[config.mk]
export PLATFORM = sky130hd
export DESIGN_NAME = tilt_kalman_pd_controller_flat
export DESIGN_NICKNAME = d
export VERILOG_FILES = /design/src/design/tkpd_pkg.sv /design/src/design/tkpd_if.sv /design/src/design/tkpd_serial_arith.sv /design/src/design/tilt_kalman_pd_controller.sv /design/src/flat_wrapper.sv
export SDC_FILE = /design/constraint.sdc
export NUM_CORES = 2
export LEC_CHECK = 0
export ABC_AREA = 0
export BUFFER_PORTS_ARGS = -buffer_cell sky130_fd_sc_hd__buf_2
export CELL_PAD_IN_SITES_DETAIL_PLACEMENT = 1
export CELL_PAD_IN_SITES_GLOBAL_PLACEMENT = 2
export CORE_ASPECT_RATIO = 0.9
export CORE_MARGIN = 2
export CORE_UTILIZATION = 41
export CTS_BUF_LIST = sky130_fd_sc_hd__clkbuf_8
export CTS_CLUSTER_DIAMETER = 50
export DETAILED_ROUTE_END_ITERATION = 10
export PLACE_DENSITY_LB_ADDON = 0.2
export SETUP_SLACK_MARGIN = 0.3
export SLEW_MARGIN = 10
export SYNTH_ARGS = -nofsm -noshare
export SYNTH_HDL_FRONTEND = slang
export SYNTH_SLANG_ARGS = --single-unit
[constraint.sdc]
create_clock -name clk -period 16.74 [get_ports clk]
set_input_delay 0 -clock clk [delete_from_list [all_inputs] [get_ports clk]]
set_output_delay 0 -clock clk [all_outputs]
set_load 0.01 [all_outputs]
[src/design/tkpd_pkg.sv]
package tkpd_pkg;

    // Table and scaling constants of the estimator.
    localparam int ASIN_ENTRIES = 201;
    localparam int ASIN_HALF    = (ASIN_ENTRIES - 1) / 2;
    localparam int OPA_W        = 65;
    localparam int OPB_W        = 34;

    localparam logic signed [OPB_W-1:0] GRAV_NUM   = 34'sd1242;
    localparam logic signed [OPB_W-1:0] GYRO_NUM   = 34'sd2357;
    localparam logic signed [OPB_W-1:0] SCALE_DEN  = 34'sd10000;
    localparam logic signed [OPB_W-1:0] DT_DEN     = 34'sd200;
    localparam logic signed [OPB_W-1:0] NOISE_DEN  = 34'sd200000;
    localparam logic signed [OPB_W-1:0] MICRO_DEN  = 34'sd1000000;
    localparam logic signed [OPB_W-1:0] COV_MUL    = 34'sd1000;

    typedef enum logic [2:0] {
        REG_GRAVITY_OFFSET = 3'd0,
        REG_GYRO_OFFSET    = 3'd1,
        REG_ANGLE_ZERO     = 3'd2,
        REG_GAIN_P         = 3'd3,
        REG_GAIN_D         = 3'd4
    } tkpd_reg_t;

    typedef enum logic [4:0] {
        ST_IDLE, ST_GD_MUL, ST_GD_DIV, ST_MEAS_DIV, ST_WD_MUL, ST_WD_DIV,
        ST_ANG_DIV, ST_P00_MUL, ST_P00_DIV, ST_P01_DIV, ST_CHECK,
        ST_KA_MUL, ST_KA_DIV, ST_KB_MUL, ST_KB_DIV, ST_K11_MUL, ST_K11_DIV,
        ST_K10_MUL, ST_K10_DIV, ST_K01_MUL, ST_K01_DIV, ST_K00_MUL, ST_K00_DIV,
        ST_RATE, ST_DP_MUL, ST_DD_MUL, ST_DRV_DIV, ST_OUT
    } tkpd_state_t;

    typedef struct packed {
        logic                    start;
        logic                    is_div;
        logic                    rnd;
        logic signed [OPA_W-1:0] a;
        logic signed [OPB_W-1:0] b;
    } tkpd_arith_req_t;

    typedef struct packed {
        logic                    done;
        logic signed [OPA_W-1:0] value;
    } tkpd_arith_rsp_t;

    function automatic logic signed [31:0] sat32(input logic signed [OPA_W-1:0] v);
        logic signed [31:0] r;
        if (v > 65'sd2147483647)
            r = 32'sh7FFF_FFFF;
        else if (v < -65'sd2147483648)
            r = 32'sh8000_0000;
        else
            r = v[31:0];
        return r;
    endfunction

    function automatic logic signed [39:0] sat40(input logic signed [OPA_W-1:0] v);
        logic signed [39:0] r;
        if (v > 65'sd549755813887)
            r = 40'sh7F_FFFF_FFFF;
        else if (v < -65'sd549755813888)
            r = 40'sh80_0000_0000;
        else
            r = v[39:0];
        return r;
    endfunction

    // Arcsine in micro-degrees for sine values 0.00 to 1.00 in steps of 0.01.
    function automatic logic [26:0] asin_micro(input logic [6:0] idx);
        logic [26:0] r;
        unique case (idx)
            7'd0:   r = 27'd0;        7'd1:   r = 27'd572967;   7'd2:   r = 27'd1145992;
            7'd3:   r = 27'd1719131;  7'd4:   r = 27'd2292443;  7'd5:   r = 27'd2865984;
            7'd6:   r = 27'd3439813;  7'd7:   r = 27'd4013987;  7'd8:   r = 27'd4588566;
            7'd9:   r = 27'd5163607;  7'd10:  r = 27'd5739170;  7'd11:  r = 27'd6315316;
            7'd12:  r = 27'd6892103;  7'd13:  r = 27'd7469592;  7'd14:  r = 27'd8047846;
            7'd15:  r = 27'd8626927;  7'd16:  r = 27'd9206896;  7'd17:  r = 27'd9787819;
            7'd18:  r = 27'd10369760; 7'd19:  r = 27'd10952784; 7'd20:  r = 27'd11536959;
            7'd21:  r = 27'd12122352; 7'd22:  r = 27'd12709033; 7'd23:  r = 27'd13297072;
            7'd24:  r = 27'd13886540; 7'd25:  r = 27'd14477512; 7'd26:  r = 27'd15070062;
            7'd27:  r = 27'd15664267; 7'd28:  r = 27'd16260205; 7'd29:  r = 27'd16857956;
            7'd30:  r = 27'd17457603; 7'd31:  r = 27'd18059230; 7'd32:  r = 27'd18662925;
            7'd33:  r = 27'd19268775; 7'd34:  r = 27'd19876874; 7'd35:  r = 27'd20487315;
            7'd36:  r = 27'd21100196; 7'd37:  r = 27'd21715617; 7'd38:  r = 27'd22333683;
            7'd39:  r = 27'd22954499; 7'd40:  r = 27'd23578178; 7'd41:  r = 27'd24204835;
            7'd42:  r = 27'd24834587; 7'd43:  r = 27'd25467560; 7'd44:  r = 27'd26103881;
            7'd45:  r = 27'd26743684; 7'd46:  r = 27'd27387108; 7'd47:  r = 27'd28034297;
            7'd48:  r = 27'd28685402; 7'd49:  r = 27'd29340582; 7'd50:  r = 27'd30000000;
            7'd51:  r = 27'd30663830; 7'd52:  r = 27'd31332251; 7'd53:  r = 27'd32005455;
            7'd54:  r = 27'd32683639; 7'd55:  r = 27'd33367013; 7'd56:  r = 27'd34055798;
            7'd57:  r = 27'd34750226; 7'd58:  r = 27'd35450543; 7'd59:  r = 27'd36157008;
            7'd60:  r = 27'd36869898; 7'd61:  r = 27'd37589503; 7'd62:  r = 27'd38316134;
            7'd63:  r = 27'd39050123; 7'd64:  r = 27'd39791819; 7'd65:  r = 27'd40541602;
            7'd66:  r = 27'd41299873; 7'd67:  r = 27'd42067065; 7'd68:  r = 27'd42843643;
            7'd69:  r = 27'd43630109; 7'd70:  r = 27'd44427004; 7'd71:  r = 27'd45234915;
            7'd72:  r = 27'd46054480; 7'd73:  r = 27'd46886394; 7'd74:  r = 27'd47731416;
            7'd75:  r = 27'd48590378; 7'd76:  r = 27'd49464198; 7'd77:  r = 27'd50353889;
            7'd78:  r = 27'd51260575; 7'd79:  r = 27'd52185511; 7'd80:  r = 27'd53130102;
            7'd81:  r = 27'd54095931; 7'd82:  r = 27'd55084794; 7'd83:  r = 27'd56098738;
            7'd84:  r = 27'd57140120; 7'd85:  r = 27'd58211669; 7'd86:  r = 27'd59316583;
            7'd87:  r = 27'd60458639; 7'd88:  r = 27'd61642363; 7'd89:  r = 27'd62873247;
            7'd90:  r = 27'd64158067; 7'd91:  r = 27'd65505352; 7'd92:  r = 27'd66926082;
            7'd93:  r = 27'd68434815; 7'd94:  r = 27'd70051556; 7'd95:  r = 27'd71805128;
            7'd96:  r = 27'd73739795; 7'd97:  r = 27'd75930132; 7'd98:  r = 27'd78521659;
            7'd99:  r = 27'd81890386; 7'd100: r = 27'd90000000;
            default: r = 27'd0;
        endcase
        return r;
    endfunction

endpackage

[src/design/tkpd_if.sv]
interface tkpd_in_if;
    logic        valid;
    logic        ready;
    logic [11:0] gravity_sample;
    logic [11:0] gyro_sample;

    modport source (output valid, output gravity_sample, output gyro_sample, input ready);
    modport sink   (input valid, input gravity_sample, input gyro_sample, output ready);
endinterface

interface tkpd_out_if;
    logic               valid;
    logic               ready;
    logic signed [31:0] tilt_angle;
    logic signed [31:0] tilt_rate;
    logic signed [39:0] drive_value;

    modport source (output valid, output tilt_angle, output tilt_rate, output drive_value,
                    input ready);
    modport sink   (input valid, input tilt_angle, input tilt_rate, input drive_value,
                    output ready);
endinterface

[src/design/tkpd_serial_arith.sv]
// Bit-serial signed multiplier and rounding divider sharing one set of shift registers.
// The divider rounds only when rnd is set; done pulses for one cycle after the last iteration.
module tkpd_serial_arith
(
    input  logic                      clk,
    input  logic                      rst_n,
    input  tkpd_pkg::tkpd_arith_req_t req,
    output tkpd_pkg::tkpd_arith_rsp_t rsp
);
    import tkpd_pkg::*;

    logic               busy_reg, busy_next;
    logic               done_reg, done_next;
    logic               is_div_reg, is_div_next;
    logic               neg_reg, neg_next;
    logic [6:0]         cnt_reg, cnt_next;
    logic [OPA_W:0]     acc_reg, acc_next;
    logic [OPA_W-1:0]   mcand_reg, mcand_next;
    logic [OPB_W-1:0]   opb_reg, opb_next;
    logic [OPB_W-1:0]   rem_reg, rem_next;

    logic               a_neg, b_neg;
    logic [OPA_W-1:0]   a_mag;
    logic [OPB_W-1:0]   b_mag;
    logic [OPB_W:0]     trial;
    logic               fits;
    logic [OPA_W-1:0]   mag;

    always_comb
    begin
        a_neg = req.a[OPA_W-1];
        b_neg = req.b[OPB_W-1];
        a_mag = a_neg ? OPA_W'(-req.a) : OPA_W'(req.a);
        b_mag = b_neg ? OPB_W'(-req.b) : OPB_W'(req.b);
        trial = {rem_reg, acc_reg[OPA_W]};
        fits  = trial >= {1'b0, opb_reg};

        busy_next   = busy_reg;
        done_next   = 1'b0;
        is_div_next = is_div_reg;
        neg_next    = neg_reg;
        cnt_next    = cnt_reg;
        acc_next    = acc_reg;
        mcand_next  = mcand_reg;
        opb_next    = opb_reg;
        rem_next    = rem_reg;

        if (req.start)
        begin
            busy_next   = 1'b1;
            is_div_next = req.is_div;
            opb_next    = b_mag;
            mcand_next  = a_mag;
            rem_next    = '0;
            if (req.is_div)
            begin
                // If rnd, adding half the divisor first makes the quotient round half away.
                neg_next = a_neg;
                cnt_next = 7'(OPA_W + 1);
                acc_next = {1'b0, a_mag} + (req.rnd ? (OPA_W+1)'(b_mag >> 1) : '0);
            end
            else
            begin
                neg_next = a_neg ^ b_neg;
                cnt_next = 7'(OPB_W);
                acc_next = '0;
            end
        end
        else if (busy_reg)
        begin
            if (is_div_reg)
            begin
                rem_next = fits ? OPB_W'(trial - {1'b0, opb_reg}) : OPB_W'(trial);
                acc_next = {acc_reg[OPA_W-1:0], fits};
            end
            else
            begin
                if (opb_reg[0])
                    acc_next = acc_reg + {1'b0, mcand_reg};
                mcand_next = {mcand_reg[OPA_W-2:0], 1'b0};
                opb_next   = {1'b0, opb_reg[OPB_W-1:1]};
            end
            cnt_next = cnt_reg - 7'd1;
            if (cnt_reg == 7'd1)
            begin
                busy_next = 1'b0;
                done_next = 1'b1;
            end
        end

        mag       = acc_reg[OPA_W-1:0];
        rsp.done  = done_reg;
        rsp.value = neg_reg ? $signed(-mag) : $signed(mag);
    end

    always_ff @(posedge clk or negedge rst_n)
    begin
        if (!rst_n)
        begin
            busy_reg <= 1'b0;
            done_reg <= 1'b0;
            cnt_reg  <= '0;
        end
        else
        begin
            busy_reg <= busy_next;
            done_reg <= done_next;
            cnt_reg  <= cnt_next;
        end
    end

    always_ff @(posedge clk)
    begin
        is_div_reg <= is_div_next;
        neg_reg    <= neg_next;
        acc_reg    <= acc_next;
        mcand_reg  <= mcand_next;
        opb_reg    <= opb_next;
        rem_reg    <= rem_next;
    end

endmodule

[src/design/tilt_kalman_pd_controller.sv]
// Tilt estimator and PD balance controller.
// A request on sample_ch carries one raw accelerometer and one raw gyro reading per
// control tick. The block scales both, looks the clamped accelerometer value up in an
// arcsine table, runs a two-state Kalman filter (angle and gyro bias) and forms a PD
// drive value; a request on result_ch then carries the filtered angle, the corrected
// rate and the saturated drive.
// The five tuning registers are written through cfg_we, cfg_index and cfg_data; the user
// must write them only while the block is idle, which the block itself does not enforce.
// A write to an unused index is ignored. One shared bit-serial unit does every multiply
// and divide, and the filter correction is skipped when the innovation variance is not
// positive. Samples are handled one at a time.
// The result sits in an output register, so the next sample is accepted while it waits;
// if the receiver still stalls when the following result is ready, the block holds that
// result and accepts nothing more until the register is free.
// Reset loads the tuning defaults, zeroes angle and bias and sets the covariance to the
// identity matrix.
module tilt_kalman_pd_controller
#(
    parameter int ADC_BITS  = 12,
    parameter int FRAC_BITS = 16
)
(
    input  logic              clk,
    input  logic              rst_n,
    tkpd_in_if.sink           sample_ch,
    tkpd_out_if.source        result_ch,
    input  logic              cfg_we,
    input  logic [2:0]        cfg_index,
    input  logic [13:0]       cfg_data
);
    import tkpd_pkg::*;

    // Only the low ADC_BITS bits of each sample, at most 12, are meaningful.
    localparam int          USED_BITS = (ADC_BITS < 12) ? ADC_BITS : 12;
    localparam logic [11:0] ADC_MASK  = 12'((64'd1 << USED_BITS) - 64'd1);
    localparam longint      QONE      = 64'sd1 << FRAC_BITS;
    // Measurement noise and the per-tick growth of the bias variance, in fixed point.
    localparam longint      MEAS_R    = (67 * QONE + 50) / 100;
    localparam longint      P11_STEP  = (3 * QONE + 100000) / 200000;
    localparam longint      DRV_DEN   = 10 * QONE;

    tkpd_state_t        state_reg, state_next;
    logic               issued_reg, issued_next;
    tkpd_arith_req_t    req;
    tkpd_arith_rsp_t    rsp;

    // Tuning registers.
    logic [13:0]        grav_off_reg, gyro_off_reg, gain_p_reg, gain_d_reg;
    logic signed [7:0]  zero_reg;

    // Filter state.
    logic signed [31:0] angle_reg, bias_reg;
    logic signed [31:0] p00_reg, p01_reg, p10_reg, p11_reg;

    // Per-sample working registers.
    logic [11:0]         grav_reg, gyro_reg;
    logic [6:0]          gd_mag_reg;
    logic                gd_neg_reg;
    logic signed [31:0]  meas_reg;
    logic signed [15:0]  wd_reg;
    logic signed [33:0]  e_reg;
    logic signed [32:0]  err_reg;
    logic signed [31:0]  rate_reg;
    logic signed [39:0]  drive_reg;
    logic signed [OPA_W-1:0] t_reg;

    // Output register.
    logic               out_valid_reg;
    logic signed [31:0] out_angle_reg, out_rate_reg;
    logic signed [39:0] out_drive_reg;

    logic signed [16:0]      diff_g, diff_w;
    logic signed [40:0]      gyro_q;
    logic signed [OPA_W-1:0] ten_angle, ten_rate, zero_q;
    logic signed [33:0]      e_next;
    logic                    out_free;
    logic [6:0]              gd_mag;
    logic signed [OPA_W-1:0] v;

    tkpd_serial_arith u_arith
    (
        .clk   (clk),
        .rst_n (rst_n),
        .req   (req),
        .rsp   (rsp)
    );

    assign v = rsp.value;

    always_comb
    begin
        diff_g    = $signed({5'b0, grav_reg & ADC_MASK}) - $signed({3'b0, grav_off_reg});
        diff_w    = $signed({5'b0, gyro_reg & ADC_MASK}) - $signed({3'b0, gyro_off_reg});
        gyro_q    = 41'(wd_reg) <<< FRAC_BITS;
        ten_angle = (OPA_W'(angle_reg) <<< 3) + (OPA_W'(angle_reg) <<< 1);
        ten_rate  = (OPA_W'(rate_reg) <<< 3) + (OPA_W'(rate_reg) <<< 1);
        zero_q    = OPA_W'(zero_reg) <<< FRAC_BITS;
        e_next    = 34'(MEAS_R) + 34'(p00_reg);
        out_free  = !out_valid_reg || result_ch.ready;

        // Clamp the scaled accelerometer value to the table range and split off its sign.
        if (v > OPA_W'(ASIN_HALF))
            gd_mag = 7'(ASIN_HALF);
        else if (v < -OPA_W'(ASIN_HALF))
            gd_mag = 7'(ASIN_HALF);
        else if (v < 0)
            gd_mag = 7'(-v);
        else
            gd_mag = v[6:0];
    end

    // Sequencer: each arithmetic state issues one operation and moves on when it is done.
    always_comb
    begin
        state_next  = state_reg;
        issued_next = issued_reg;
        req.start   = 1'b0;
        req.is_div  = 1'b0;
        req.rnd     = 1'b1;
        req.a       = '0;
        req.b       = '0;

        unique case (state_reg)
            ST_IDLE:     if (sample_ch.valid) state_next = ST_GD_MUL;
            ST_GD_MUL:   begin req.a = OPA_W'(diff_g); req.b = GRAV_NUM; end
            ST_GD_DIV:   begin req.is_div = 1'b1; req.rnd = 1'b0;
                               req.a = t_reg; req.b = SCALE_DEN; end
            ST_MEAS_DIV: begin req.is_div = 1'b1;
                               req.a = OPA_W'(asin_micro(gd_mag_reg)) <<< FRAC_BITS;
                               req.b = MICRO_DEN; end
            ST_WD_MUL:   begin req.a = OPA_W'(diff_w); req.b = GYRO_NUM; end
            ST_WD_DIV:   begin req.is_div = 1'b1; req.rnd = 1'b0;
                               req.a = t_reg; req.b = SCALE_DEN; end
            ST_ANG_DIV:  begin req.is_div = 1'b1;
                               req.a = OPA_W'(gyro_q) - OPA_W'(bias_reg); req.b = DT_DEN; end
            ST_P00_MUL:  begin req.a = OPA_W'(p01_reg) + OPA_W'(p10_reg); req.b = COV_MUL; end
            ST_P00_DIV:  begin req.is_div = 1'b1;
                               req.a = OPA_W'(QONE) - t_reg; req.b = NOISE_DEN; end
            ST_P01_DIV:  begin req.is_div = 1'b1; req.a = OPA_W'(p11_reg); req.b = DT_DEN; end
            ST_CHECK:    state_next = (e_next > 0) ? ST_KA_MUL : ST_RATE;
            ST_KA_MUL:   begin req.a = OPA_W'(p00_reg); req.b = OPB_W'(err_reg); end
            ST_KB_MUL:   begin req.a = OPA_W'(p10_reg); req.b = OPB_W'(err_reg); end
            ST_K11_MUL:  begin req.a = OPA_W'(p10_reg); req.b = OPB_W'(p01_reg); end
            ST_K10_MUL:  begin req.a = OPA_W'(p10_reg); req.b = OPB_W'(p00_reg); end
            ST_K01_MUL:  begin req.a = OPA_W'(p00_reg); req.b = OPB_W'(p01_reg); end
            ST_K00_MUL:  begin req.a = OPA_W'(p00_reg); req.b = OPB_W'(p00_reg); end
            ST_KA_DIV, ST_KB_DIV, ST_K11_DIV, ST_K10_DIV, ST_K01_DIV, ST_K00_DIV:
                         begin req.is_div = 1'b1; req.a = t_reg; req.b = e_reg; end
            ST_RATE:     state_next = ST_DP_MUL;
            ST_DP_MUL:   begin req.a = ten_angle - zero_q; req.b = {20'b0, gain_p_reg}; end
            ST_DD_MUL:   begin req.a = ten_rate; req.b = {20'b0, gain_d_reg}; end
            ST_DRV_DIV:  begin req.is_div = 1'b1;
                               req.a = t_reg <<< 8; req.b = OPB_W'(DRV_DEN); end
            ST_OUT:      if (out_free) state_next = ST_IDLE;
            default:     state_next = ST_IDLE;
        endcase

        if (state_reg != ST_IDLE && state_reg != ST_CHECK && state_reg != ST_RATE &&
            state_reg != ST_OUT)
        begin
            req.start   = !issued_reg;
            issued_next = 1'b1;
            if (rsp.done)
            begin
                issued_next = 1'b0;
                unique case (state_reg)
                    ST_GD_MUL:   state_next = ST_GD_DIV;
                    ST_GD_DIV:   state_next = ST_MEAS_DIV;
                    ST_MEAS_DIV: state_next = ST_WD_MUL;
                    ST_WD_MUL:   state_next = ST_WD_DIV;
                    ST_WD_DIV:   state_next = ST_ANG_DIV;
                    ST_ANG_DIV:  state_next = ST_P00_MUL;
                    ST_P00_MUL:  state_next = ST_P00_DIV;
                    ST_P00_DIV:  state_next = ST_P01_DIV;
                    ST_P01_DIV:  state_next = ST_CHECK;
                    ST_KA_MUL:   state_next = ST_KA_DIV;
                    ST_KA_DIV:   state_next = ST_KB_MUL;
                    ST_KB_MUL:   state_next = ST_KB_DIV;
                    ST_KB_DIV:   state_next = ST_K11_MUL;
                    ST_K11_MUL:  state_next = ST_K11_DIV;
                    ST_K11_DIV:  state_next = ST_K10_MUL;
                    ST_K10_MUL:  state_next = ST_K10_DIV;
                    ST_K10_DIV:  state_next = ST_K01_MUL;
                    ST_K01_MUL:  state_next = ST_K01_DIV;
                    ST_K01_DIV:  state_next = ST_K00_MUL;
                    ST_K00_MUL:  state_next = ST_K00_DIV;
                    ST_K00_DIV:  state_next = ST_RATE;
                    ST_DP_MUL:   state_next = ST_DD_MUL;
                    ST_DD_MUL:   state_next = ST_DRV_DIV;
                    ST_DRV_DIV:  state_next = ST_OUT;
                    default:     state_next = ST_IDLE;
                endcase
            end
        end
    end

    assign sample_ch.ready       = (state_reg == ST_IDLE);
    assign result_ch.valid       = out_valid_reg;
    assign result_ch.tilt_angle  = out_angle_reg;
    assign result_ch.tilt_rate   = out_rate_reg;
    assign result_ch.drive_value = out_drive_reg;

    always_ff @(posedge clk or negedge rst_n)
    begin
        if (!rst_n)
        begin
            state_reg     <= ST_IDLE;
            issued_reg    <= 1'b0;
            out_valid_reg <= 1'b0;
            grav_off_reg  <= 14'd1850;
            gyro_off_reg  <= 14'd980;
            zero_reg      <= -8'sd10;
            gain_p_reg    <= 14'd1400;
            gain_d_reg    <= 14'd6;
            angle_reg     <= '0;
            bias_reg      <= '0;
            p00_reg       <= 32'(QONE);
            p01_reg       <= '0;
            p10_reg       <= '0;
            p11_reg       <= 32'(QONE);
        end
        else
        begin
            state_reg  <= state_next;
            issued_reg <= issued_next;

            if (cfg_we)
            begin
                unique case (cfg_index)
                    REG_GRAVITY_OFFSET: grav_off_reg <= cfg_data;
                    REG_GYRO_OFFSET:    gyro_off_reg <= cfg_data;
                    REG_ANGLE_ZERO:     zero_reg     <= $signed(cfg_data[7:0]);
                    REG_GAIN_P:         gain_p_reg   <= cfg_data;
                    REG_GAIN_D:         gain_d_reg   <= cfg_data;
                    default:            ;
                endcase
            end

            if (state_reg == ST_OUT && out_free)
                out_valid_reg <= 1'b1;
            else if (result_ch.ready)
                out_valid_reg <= 1'b0;

            // Every new state value saturates at the 32-bit limits.
            if (rsp.done)
            begin
                unique case (state_reg)
                    ST_ANG_DIV: angle_reg <= sat32(OPA_W'(angle_reg) + v);
                    ST_P00_DIV: p00_reg   <= sat32(OPA_W'(p00_reg) + v);
                    ST_P01_DIV:
                    begin
                        p01_reg <= sat32(OPA_W'(p01_reg) - v);
                        p10_reg <= sat32(OPA_W'(p10_reg) - v);
                        p11_reg <= sat32(OPA_W'(p11_reg) + OPA_W'(P11_STEP));
                    end
                    ST_KA_DIV:  angle_reg <= sat32(OPA_W'(angle_reg) + v);
                    ST_KB_DIV:  bias_reg  <= sat32(OPA_W'(bias_reg) + v);
                    ST_K11_DIV: p11_reg   <= sat32(OPA_W'(p11_reg) - v);
                    ST_K10_DIV: p10_reg   <= sat32(OPA_W'(p10_reg) - v);
                    ST_K01_DIV: p01_reg   <= sat32(OPA_W'(p01_reg) - v);
                    ST_K00_DIV: p00_reg   <= sat32(OPA_W'(p00_reg) - v);
                    default:    ;
                endcase
            end
        end
    end

    always_ff @(posedge clk)
    begin
        if (sample_ch.valid && state_reg == ST_IDLE)
        begin
            grav_reg <= sample_ch.gravity_sample;
            gyro_reg <= sample_ch.gyro_sample;
        end

        if (state_reg == ST_CHECK)
        begin
            e_reg   <= e_next;
            err_reg <= 33'(meas_reg) - 33'(angle_reg);
        end

        if (state_reg == ST_RATE)
            rate_reg <= sat32(OPA_W'(gyro_q) - OPA_W'(bias_reg));

        // The whole result moves into the output register together, so a waiting
        // result is never disturbed by the sample behind it.
        if (state_reg == ST_OUT && out_free)
        begin
            out_angle_reg <= angle_reg;
            out_rate_reg  <= rate_reg;
            out_drive_reg <= drive_reg;
        end

        if (rsp.done)
        begin
            unique case (state_reg)
                ST_GD_MUL, ST_WD_MUL, ST_P00_MUL, ST_DP_MUL,
                ST_KA_MUL, ST_KB_MUL, ST_K11_MUL, ST_K10_MUL, ST_K01_MUL, ST_K00_MUL:
                    t_reg <= v;
                ST_DD_MUL:   t_reg <= t_reg + v;
                ST_GD_DIV:
                begin
                    gd_mag_reg <= gd_mag;
                    gd_neg_reg <= v < 0;
                end
                ST_MEAS_DIV: meas_reg <= gd_neg_reg ? -v[31:0] : v[31:0];
                ST_WD_DIV:   wd_reg   <= v[15:0];
                ST_DRV_DIV:  drive_reg <= sat40(v);
                default:     ;
            endcase
        end
    end

endmodule

[src/flat_wrapper.sv]
// flat-port wrapper written by rule: the top's interface ports become plain ports
module tilt_kalman_pd_controller_flat import tkpd_pkg::*;
#(
    parameter int ADC_BITS  = 12,
    parameter int FRAC_BITS = 16
)
  (clk, rst_n, cfg_we, cfg_index, cfg_data, sample_ch_valid, sample_ch_gravity_sample, sample_ch_gyro_sample, sample_ch_ready, result_ch_valid, result_ch_tilt_angle, result_ch_tilt_rate, result_ch_drive_value, result_ch_ready);
  tkpd_in_if sample_ch_i ();
  tkpd_out_if result_ch_i ();
  input  logic clk;
  input  logic rst_n;
  input  logic cfg_we;
  input  logic [2:0] cfg_index;
  input  logic [13:0] cfg_data;
  input wire logic [$bits(sample_ch_i.valid)-1:0] sample_ch_valid;
  input wire logic [$bits(sample_ch_i.gravity_sample)-1:0] sample_ch_gravity_sample;
  input wire logic [$bits(sample_ch_i.gyro_sample)-1:0] sample_ch_gyro_sample;
  output wire logic [$bits(sample_ch_i.ready)-1:0] sample_ch_ready;
  output wire logic [$bits(result_ch_i.valid)-1:0] result_ch_valid;
  output wire logic [$bits(result_ch_i.tilt_angle)-1:0] result_ch_tilt_angle;
  output wire logic [$bits(result_ch_i.tilt_rate)-1:0] result_ch_tilt_rate;
  output wire logic [$bits(result_ch_i.drive_value)-1:0] result_ch_drive_value;
  input wire logic [$bits(result_ch_i.ready)-1:0] result_ch_ready;
  assign sample_ch_i.valid = sample_ch_valid;
  assign sample_ch_i.gravity_sample = sample_ch_gravity_sample;
  assign sample_ch_i.gyro_sample = sample_ch_gyro_sample;
  assign sample_ch_ready = sample_ch_i.ready;
  assign result_ch_valid = result_ch_i.valid;
  assign result_ch_tilt_angle = result_ch_i.tilt_angle;
  assign result_ch_tilt_rate = result_ch_i.tilt_rate;
  assign result_ch_drive_value = result_ch_i.drive_value;
  assign result_ch_i.ready = result_ch_ready;
  tilt_kalman_pd_controller #(.ADC_BITS(ADC_BITS), .FRAC_BITS(FRAC_BITS)) u_core (.clk(clk), .rst_n(rst_n), .sample_ch(sample_ch_i), .result_ch(result_ch_i), .cfg_we(cfg_we), .cfg_index(cfg_index), .cfg_data(cfg_data));
endmodule
; ---- Yosys cells after proc, flatten, opt, wreduce, memory -nomap -nowiden
; Memory sizes are Yosys's and may differ from the RTL's. A register that Yosys moved wholly into a read port is not among the register bits.
; Cells that the tools add are included.
[totals]
elab_cells = 237
romBits = 3616
n_memories = 2
regBits = 861
input_bits = 46
[mem_list]
columns = name, depth, width, rd, rd_clocked_by_memory_dff, write_ports, line_no
row1 = (name not given), 128, 27, 1, 1, 0, tkpd_pkg.sv:71  ; unique case (idx)
row2 = (name not given), 32, 5, 1, 0, 0, tilt_kalman_pd_controller.sv:166  ; unique case (state_reg)
[op_classes]
eq_ne = 36
n_reduce_logical = 45
n_addsub = 28
bitwise = 1
muxes = 63
magnitude_cmp = 25
[op_table]
columns = cell, count
row1 = 99-bit case mux with 18 select lines, 1
row2 = "65-bit by 32-bit > comparator with 1-bit output, second input constant", 9
row3 = "65-bit by 32-bit < comparator with 1-bit output, second input constant", 9
row4 = 32-bit two-way mux, 18
row5 = 66-bit two-way mux, 5
row6 = 65-bit two-way mux, 5
row7 = 32-bit by 65-bit subtractor with 65-bit output, 4
row8 = 32-bit by 65-bit adder with 65-bit output, 3
row9 = 34-bit two-way mux, 5
row10 = 65-bit negator, 2
row11 = 65-bit case mux with 2 select lines, 1
row12 = 32-bit case mux with 2 select lines, 2
row13 = 35-bit by 33-bit adder with 36-bit output, 2
row14 = 65-bit by 33-bit adder with 66-bit output, 1
row15 = 66-bit by 65-bit adder with 66-bit output, 1
row16 = 32-bit by 32-bit subtractor with 33-bit output, 2
row17 = 65-bit adder, 1
row18 = "65-bit by 40-bit > comparator with 1-bit output, second input constant", 1
row19 = "65-bit by 8-bit > comparator with 1-bit output, second input constant", 1
row20 = "65-bit by 1-bit < comparator with 1-bit output, second input constant", 1
row21 = "65-bit by 40-bit < comparator with 1-bit output, second input constant", 1
row22 = "65-bit by 8-bit < comparator with 1-bit output, second input constant", 1
row23 = "18-bit by 65-bit subtractor with 65-bit output, first input constant", 1
row24 = "5-bit equality test, second input constant", 12
row25 = 44 further kinds, 109

; ---- Longest topological paths before layout
[depth]
depth_word = 9
ltp_mapped = 39
mapped_depth_nobuf = 34

; ---- Modules after synthesis
; From an unflattened synthesis, not the netlist that was laid out.
[unflattened]
cells_unflattened = 12611
area_unflattened_um2 = 99381.6
[by_module_without_submodules]
columns = mod, instances, seq_area_each_um2, cells_per_inst, area_per_inst_um2
row1 = tilt_kalman_pd_controller, 1, 18779.3, 10123, 78771.8
row2 = tkpd_serial_arith, 1, 5920.7, 2488, 20609.8

; ---- Worst setup path before layout
; Ideal clock, no wire load.
[synth_path]
kind = register -> register
from = reg u_core.state_reg[4]
to = reg u_core.u_arith.mcand_reg[0] (enable)
stages_incl_launch_ff = 15
path_slack_ns = 4.490
setup_time_ns = 1.465
t_required_ns = 15.275
arrival_time_ns = 10.785
n_path_buf = 9
synth_period_minus_slack_ns = 12.250
cell_sequence = dfrtp_1 buf_2 buf_2 buf_1 clkbuf_1 clkbuf_1 clkbuf_1 nor3_1 nor2_1 nand3_1 or2_2 clkbuf_1 clkbuf_1 clkbuf_1 o21ai_0
[synth_between]
elab_chain_cells = 7
elab_cells_between_ends = 11
[synth_lines]
columns = element, line_no
row1 = "start, declared", tilt_kalman_pd_controller.sv:42  ; tkpd_state_t state_reg, state_next;
row2 = "start signal, assigned", tilt_kalman_pd_controller.sv:224  ; state_reg <= state_next;
row3 = 5-bit by 4-bit != test with 1-bit output or 5-bit nonzero test (tied branches), tilt_kalman_pd_controller.sv:158  ; if (state_reg != ST_IDLE && state_reg != ST_CHECK && state_reg != ST_RATE &&
row4 = 1-bit logical AND (2 in series), tilt_kalman_pd_controller.sv:158
row5 = 1-bit logical AND (*), tilt_kalman_pd_controller.sv:158
row6 = 1-bit two-way mux (*), tilt_kalman_pd_controller.sv:158
row7 = 2-bit by 1-bit != test with 1-bit output (no line) or 2-bit nonzero test (tied branches), --
row8 = 2-bit AND reduction (no line) (*), --
row9 = "end signal, assigned", tkpd_serial_arith.sv:117  ; mcand_reg <= mcand_next;
row10 = "end, declared", tkpd_serial_arith.sv:18  ; logic [OPA_W-1:0] mcand_reg, mcand_next;
; Mark *: on every way between the ends. The rest lies on a longest branch, timed or not.
; A chain may end at the register's enable or synchronous reset.

==> run summary <==
The flow ran to the end, and the final reports show no timing, DRC or antenna violations. The logs give 152 for the number of ports placed on the die boundary and 0 for the post-CTS setup repair buffer count. Summed over all layers, the routed wires come to 521000 um.

After synthesis, the largest area contributor takes up 17.3% of total cell area. The clock tree synthesis step divided the H-tree into 4 levels. Cell accounting for the most synthesized area: sky130_fd_sc_hd__edfxtp_1. Number of flops mapped to enable cells by yosys: 554. Static timing analysis puts the maximum clock frequency at 88.2 MHz. Counting tap cells, the placed design contains a total of 15100 instances.

The via count of the first global-routing pass is 103000, and the post-detailed-placement half-perimeter wirelength is 402000 um. The synthesized netlist contains 120 unique library cells. In this run the mean area of a mapped cell was 7.94 sq um. Counting every instance in the synthesized netlist gives 12200. The worst max-slew margin expressed relative to the limit is 2.95%, and the arrival time reported for the critical path endpoint is 12.19 ns. Async set-reset flop share out of synthesis: 30.7%. Across all layers, the routed design uses 105000 vias. The first global-routing pass estimated 742000 um of wire. The die is 515 um wide. The signed area change from the synthesized netlist to the final layout is 10.6%, and the delay of the slowest cell on the worst path is 1.11 ns.

The clock reaches the later pin of the worst-skew pair after 1.07 ns. After detailed routing, the number of vias per cell comes to 6.78. The hold violation total from the final report was 0. Yosys attributes the largest share of cell area to sky130_fd_sc_hd__edfxtp_1, sky130_fd_sc_hd__ha_1, sky130_fd_sc_hd__dfrtp_1. Leaving out fill and tap cells, the most frequent cell in the layout is sky130_fd_sc_hd__a21oi_1. The data required time of the worst path was 17.59 ns; the peak fanout along the critical path was 28. The worst path needs 11.34 ns of the cycle, external delays included.

Cell occurring most often along the worst timing path: sky130_fd_sc_hd__buf_4. In this run the remaining antenna-violating nets after routing total 0. The die outline height works out to 464 um. The number of nets in the finished design was 13200; the initial core utilization was 41.3%. The register with the most flip-flops in the layout has 66 of them.

The worst setup path is launched from a register. On the critical path the largest part of the delay comes from compound AO/OA/AOI/OAI gates. The run gives 0 as the total of warnings raised by yosys.

The tools report the maximum number of pins on one net before global-route repair as 84. Highest-delay cell along the critical path: sky130_fd_sc_hd__o311ai_1. For the maximum vdd ir drop, the log shows 0.106 mV. The worst path uses 67.7% of the clock period. The run gives 168 as the number of rows created at floorplan. The setup clock skew after layout is 0.121 ns. Setup repair after global routing left no endpoint under its margin. The tools report the initial antenna violation count as 64.

In the layout the commonest cells are sky130_fd_sc_hd__a21oi_1, sky130_fd_sc_hd__nand2_1, sky130_fd_sc_hd__nor2_1, sky130_fd_sc_hd__o21ai_0, sky130_fd_sc_hd__ha_1. Counting the fill cells in the layout gives 28200. The core region is 233000 sq um. For this run, design rule violations remaining after detail routing come to 0. Setup violations remaining at the end of the flow were counted as 0.

After synthesis the netlist holds a flip-flop and latch count of 887. The worst setup path is captured at a register. Global routing consumed, over all layers together, 42.0% of the routing resources. The clock passes through at most 4 buffers.

For this design the ratio of total power to cell area is 198 nW/um^2. The violation count after the first detailed-route iteration came out at 12700. The post-route netlist has 8.72% of its cells at a drive strength greater than 1.

The max-slew violation total from the final report is 0, and the overflow left after global routing is 0. Clock-pin slew was measured on the worst setup and hold paths at 0.06 ns. The root buffer cell chosen for the clock tree is sky130_fd_sc_hd__clkbuf_8. Max-capacitance violation count: 0. The average wire per cell in the routed design is 33.6 um, and the count of non-filler cells in the finished layout is 15500. In this run the tool buffered the top-level ports with 151 buffer cells. TritonCTS built the clock tree. Together, buffers and inverters on the worst path number 6. Clock tree synthesis inserted a total of 199 buffers.

The number of detailed-route iterations in the first pass came out at 7. The die covers 239000 sq um. The most frequently used flop master after synthesis is sky130_fd_sc_hd__edfxtp_1. Adding up every negative setup slack in the final design gives 0 ns.

The critical path class is reg2reg. The congestion estimate from routability-driven global placement came to 1.05. The analysis attributes to cell leakage a power of 0.0450 uW. Slew of the pin with the lowest slew margin: 1.45 ns. Of the synthesized area, sequential elements account for 25.6%. The synthesized netlist occupies a cell area of 96400 sq um.

The path class of the tightest hold or removal check is in2reg. For this design, the sink count on the clock tree is 887.
## worst register-to-register path, delay by kind of cell, from the launching register on
family	cells	cell delay, ns
xor gates and xnor gates	2	0.39
AOI/OAI and AO/OA	9	3.90
and+or+nand+nor	9	3.04
adders and majority gates	2	0.99
buffers and inverters	6	2.50
DFF	1	0.37
## path summary, 6_finish.rpt
kind	from	to	slack (ns)	cells past startpoint
worst min-delay path	cfg_index[0]	u_core.zero_reg[7]	0.11	5
min in group asynchronous	rst_n	u_core.gyro_off_reg[5]	0.21	4
worst max register to register	u_core.u_arith.acc_reg[0]	u_core.bias_reg[10]	5.40	28
worst min register to register	u_core.drive_reg[30]	u_core.result_ch.drive_value[30]	0.37	0
worst max-delay path	u_core.u_arith.acc_reg[0]	u_core.bias_reg[10]	5.40	28
max in group asynchronous	rst_n	u_core.p00_reg[31]	14.24	6
## layer usage
metal	up-vias	part of all wire (%)	global-route usage (%)	wire length (um)
li1	45700	-	-	-
met1	52800	42	56.2	217000
met2	5470	41	60.5	214000
met3	1336	10	10.5	54300
met4	52	6.9	24.9	35800
met5	-	0.078	0	404
## timing repair
item	CTS	global route
hold buffers	95	0
hold endpoints to repair	268	0
resized for setup	0	0
## layout make-up
cell class | count | area, sq um | area share [%]
multi-input combinational | 10100 | 67900 | 63.7
sequential | 887 | 24700 | 23.2
timing repair buffer | 539 | 3930 | 3.69
tap | 3060 | 3830 | 3.59
clock buffer | 213 | 2930 | 2.75
inverter | 555 | 2090 | 1.96
clock inverter | 145 | 1190 | 1.11
antenna | 19 | 47.5 | 0.0446
## where the power goes
group          total (uW)  switching, uW  leakage, uW  internal [uW]
combinational       14700           9850       0.0335           4840
clock                2700           1230      0.00229           1470
sequential           3670            692      0.00918           2980
## synthesized netlist by cell type, types with 39 or more instances
master / instances
sky130_fd_sc_hd__a222oi_1: 52
sky130_fd_sc_hd__dfrtp_1: 243
sky130_fd_sc_hd__ha_1: 865
sky130_fd_sc_hd__o32ai_1: 52
sky130_fd_sc_hd__buf_1: 43
sky130_fd_sc_hd__o21ai_0: 948
sky130_fd_sc_hd__or3_1: 100
sky130_fd_sc_hd__mux2_2: 58
sky130_fd_sc_hd__a22oi_1: 57
sky130_fd_sc_hd__mux2i_1: 49
sky130_fd_sc_hd__and3_1: 130
sky130_fd_sc_hd__o211ai_1: 89
sky130_fd_sc_hd__nor2b_1: 128
sky130_fd_sc_hd__or4_1: 58
sky130_fd_sc_hd__a21o_1: 378
sky130_fd_sc_hd__dfxtp_1: 61
sky130_fd_sc_hd__a221oi_1: 73
sky130_fd_sc_hd__nand2_1: 1096
sky130_fd_sc_hd__clkbuf_1: 505
sky130_fd_sc_hd__edfxtp_1: 554
sky130_fd_sc_hd__a21oi_1: 1132
sky130_fd_sc_hd__nor3_1: 301
sky130_fd_sc_hd__or2_2: 72
sky130_fd_sc_hd__o31ai_1: 98
sky130_fd_sc_hd__nor4_1: 124
sky130_fd_sc_hd__nand3_1: 315
sky130_fd_sc_hd__o21a_1: 106
sky130_fd_sc_hd__nor3b_1: 40
sky130_fd_sc_hd__and2_1: 88
sky130_fd_sc_hd__a211oi_1: 154
sky130_fd_sc_hd__xor2_1: 344
sky130_fd_sc_hd__o21bai_1: 147
sky130_fd_sc_hd__inv_1: 549
sky130_fd_sc_hd__a31oi_1: 154
sky130_fd_sc_hd__a211o_1: 39
sky130_fd_sc_hd__xnor2_1: 585
sky130_fd_sc_hd__nand4_1: 184
sky130_fd_sc_hd__o22ai_1: 128
sky130_fd_sc_hd__nor2_1: 1053
sky130_fd_sc_hd__nand2b_1: 162
## per-stage QoR
step	instance area, sq um	worst slack (ns)	total power (uW)	utilization, %	hold WS [ns]
after global placement	101000	6.12	17400	43.5	0.0323
after detailed placement	101000	5.83	17700	43.5	0.0388
after global routing	107000	5.15	22100	45.7	0.174
after floorplan	96400	4.49	12500	-	-0.296
after CTS	107000	5.73	20600	45.7	0.0453
final	107000	5.40	21100	45.7	0.106
## kinds of logic after synthesis
group | share of synthesized area, %
compound gates | 27.7
simple gates | 20.4
buf+inv | 4.61
xor+xnor | 8.44
fa+ha+maj | 12.0
flops | 25.6
mux | 1.22
other cells | 0.00389
Power figures use the tool's default switching activity.
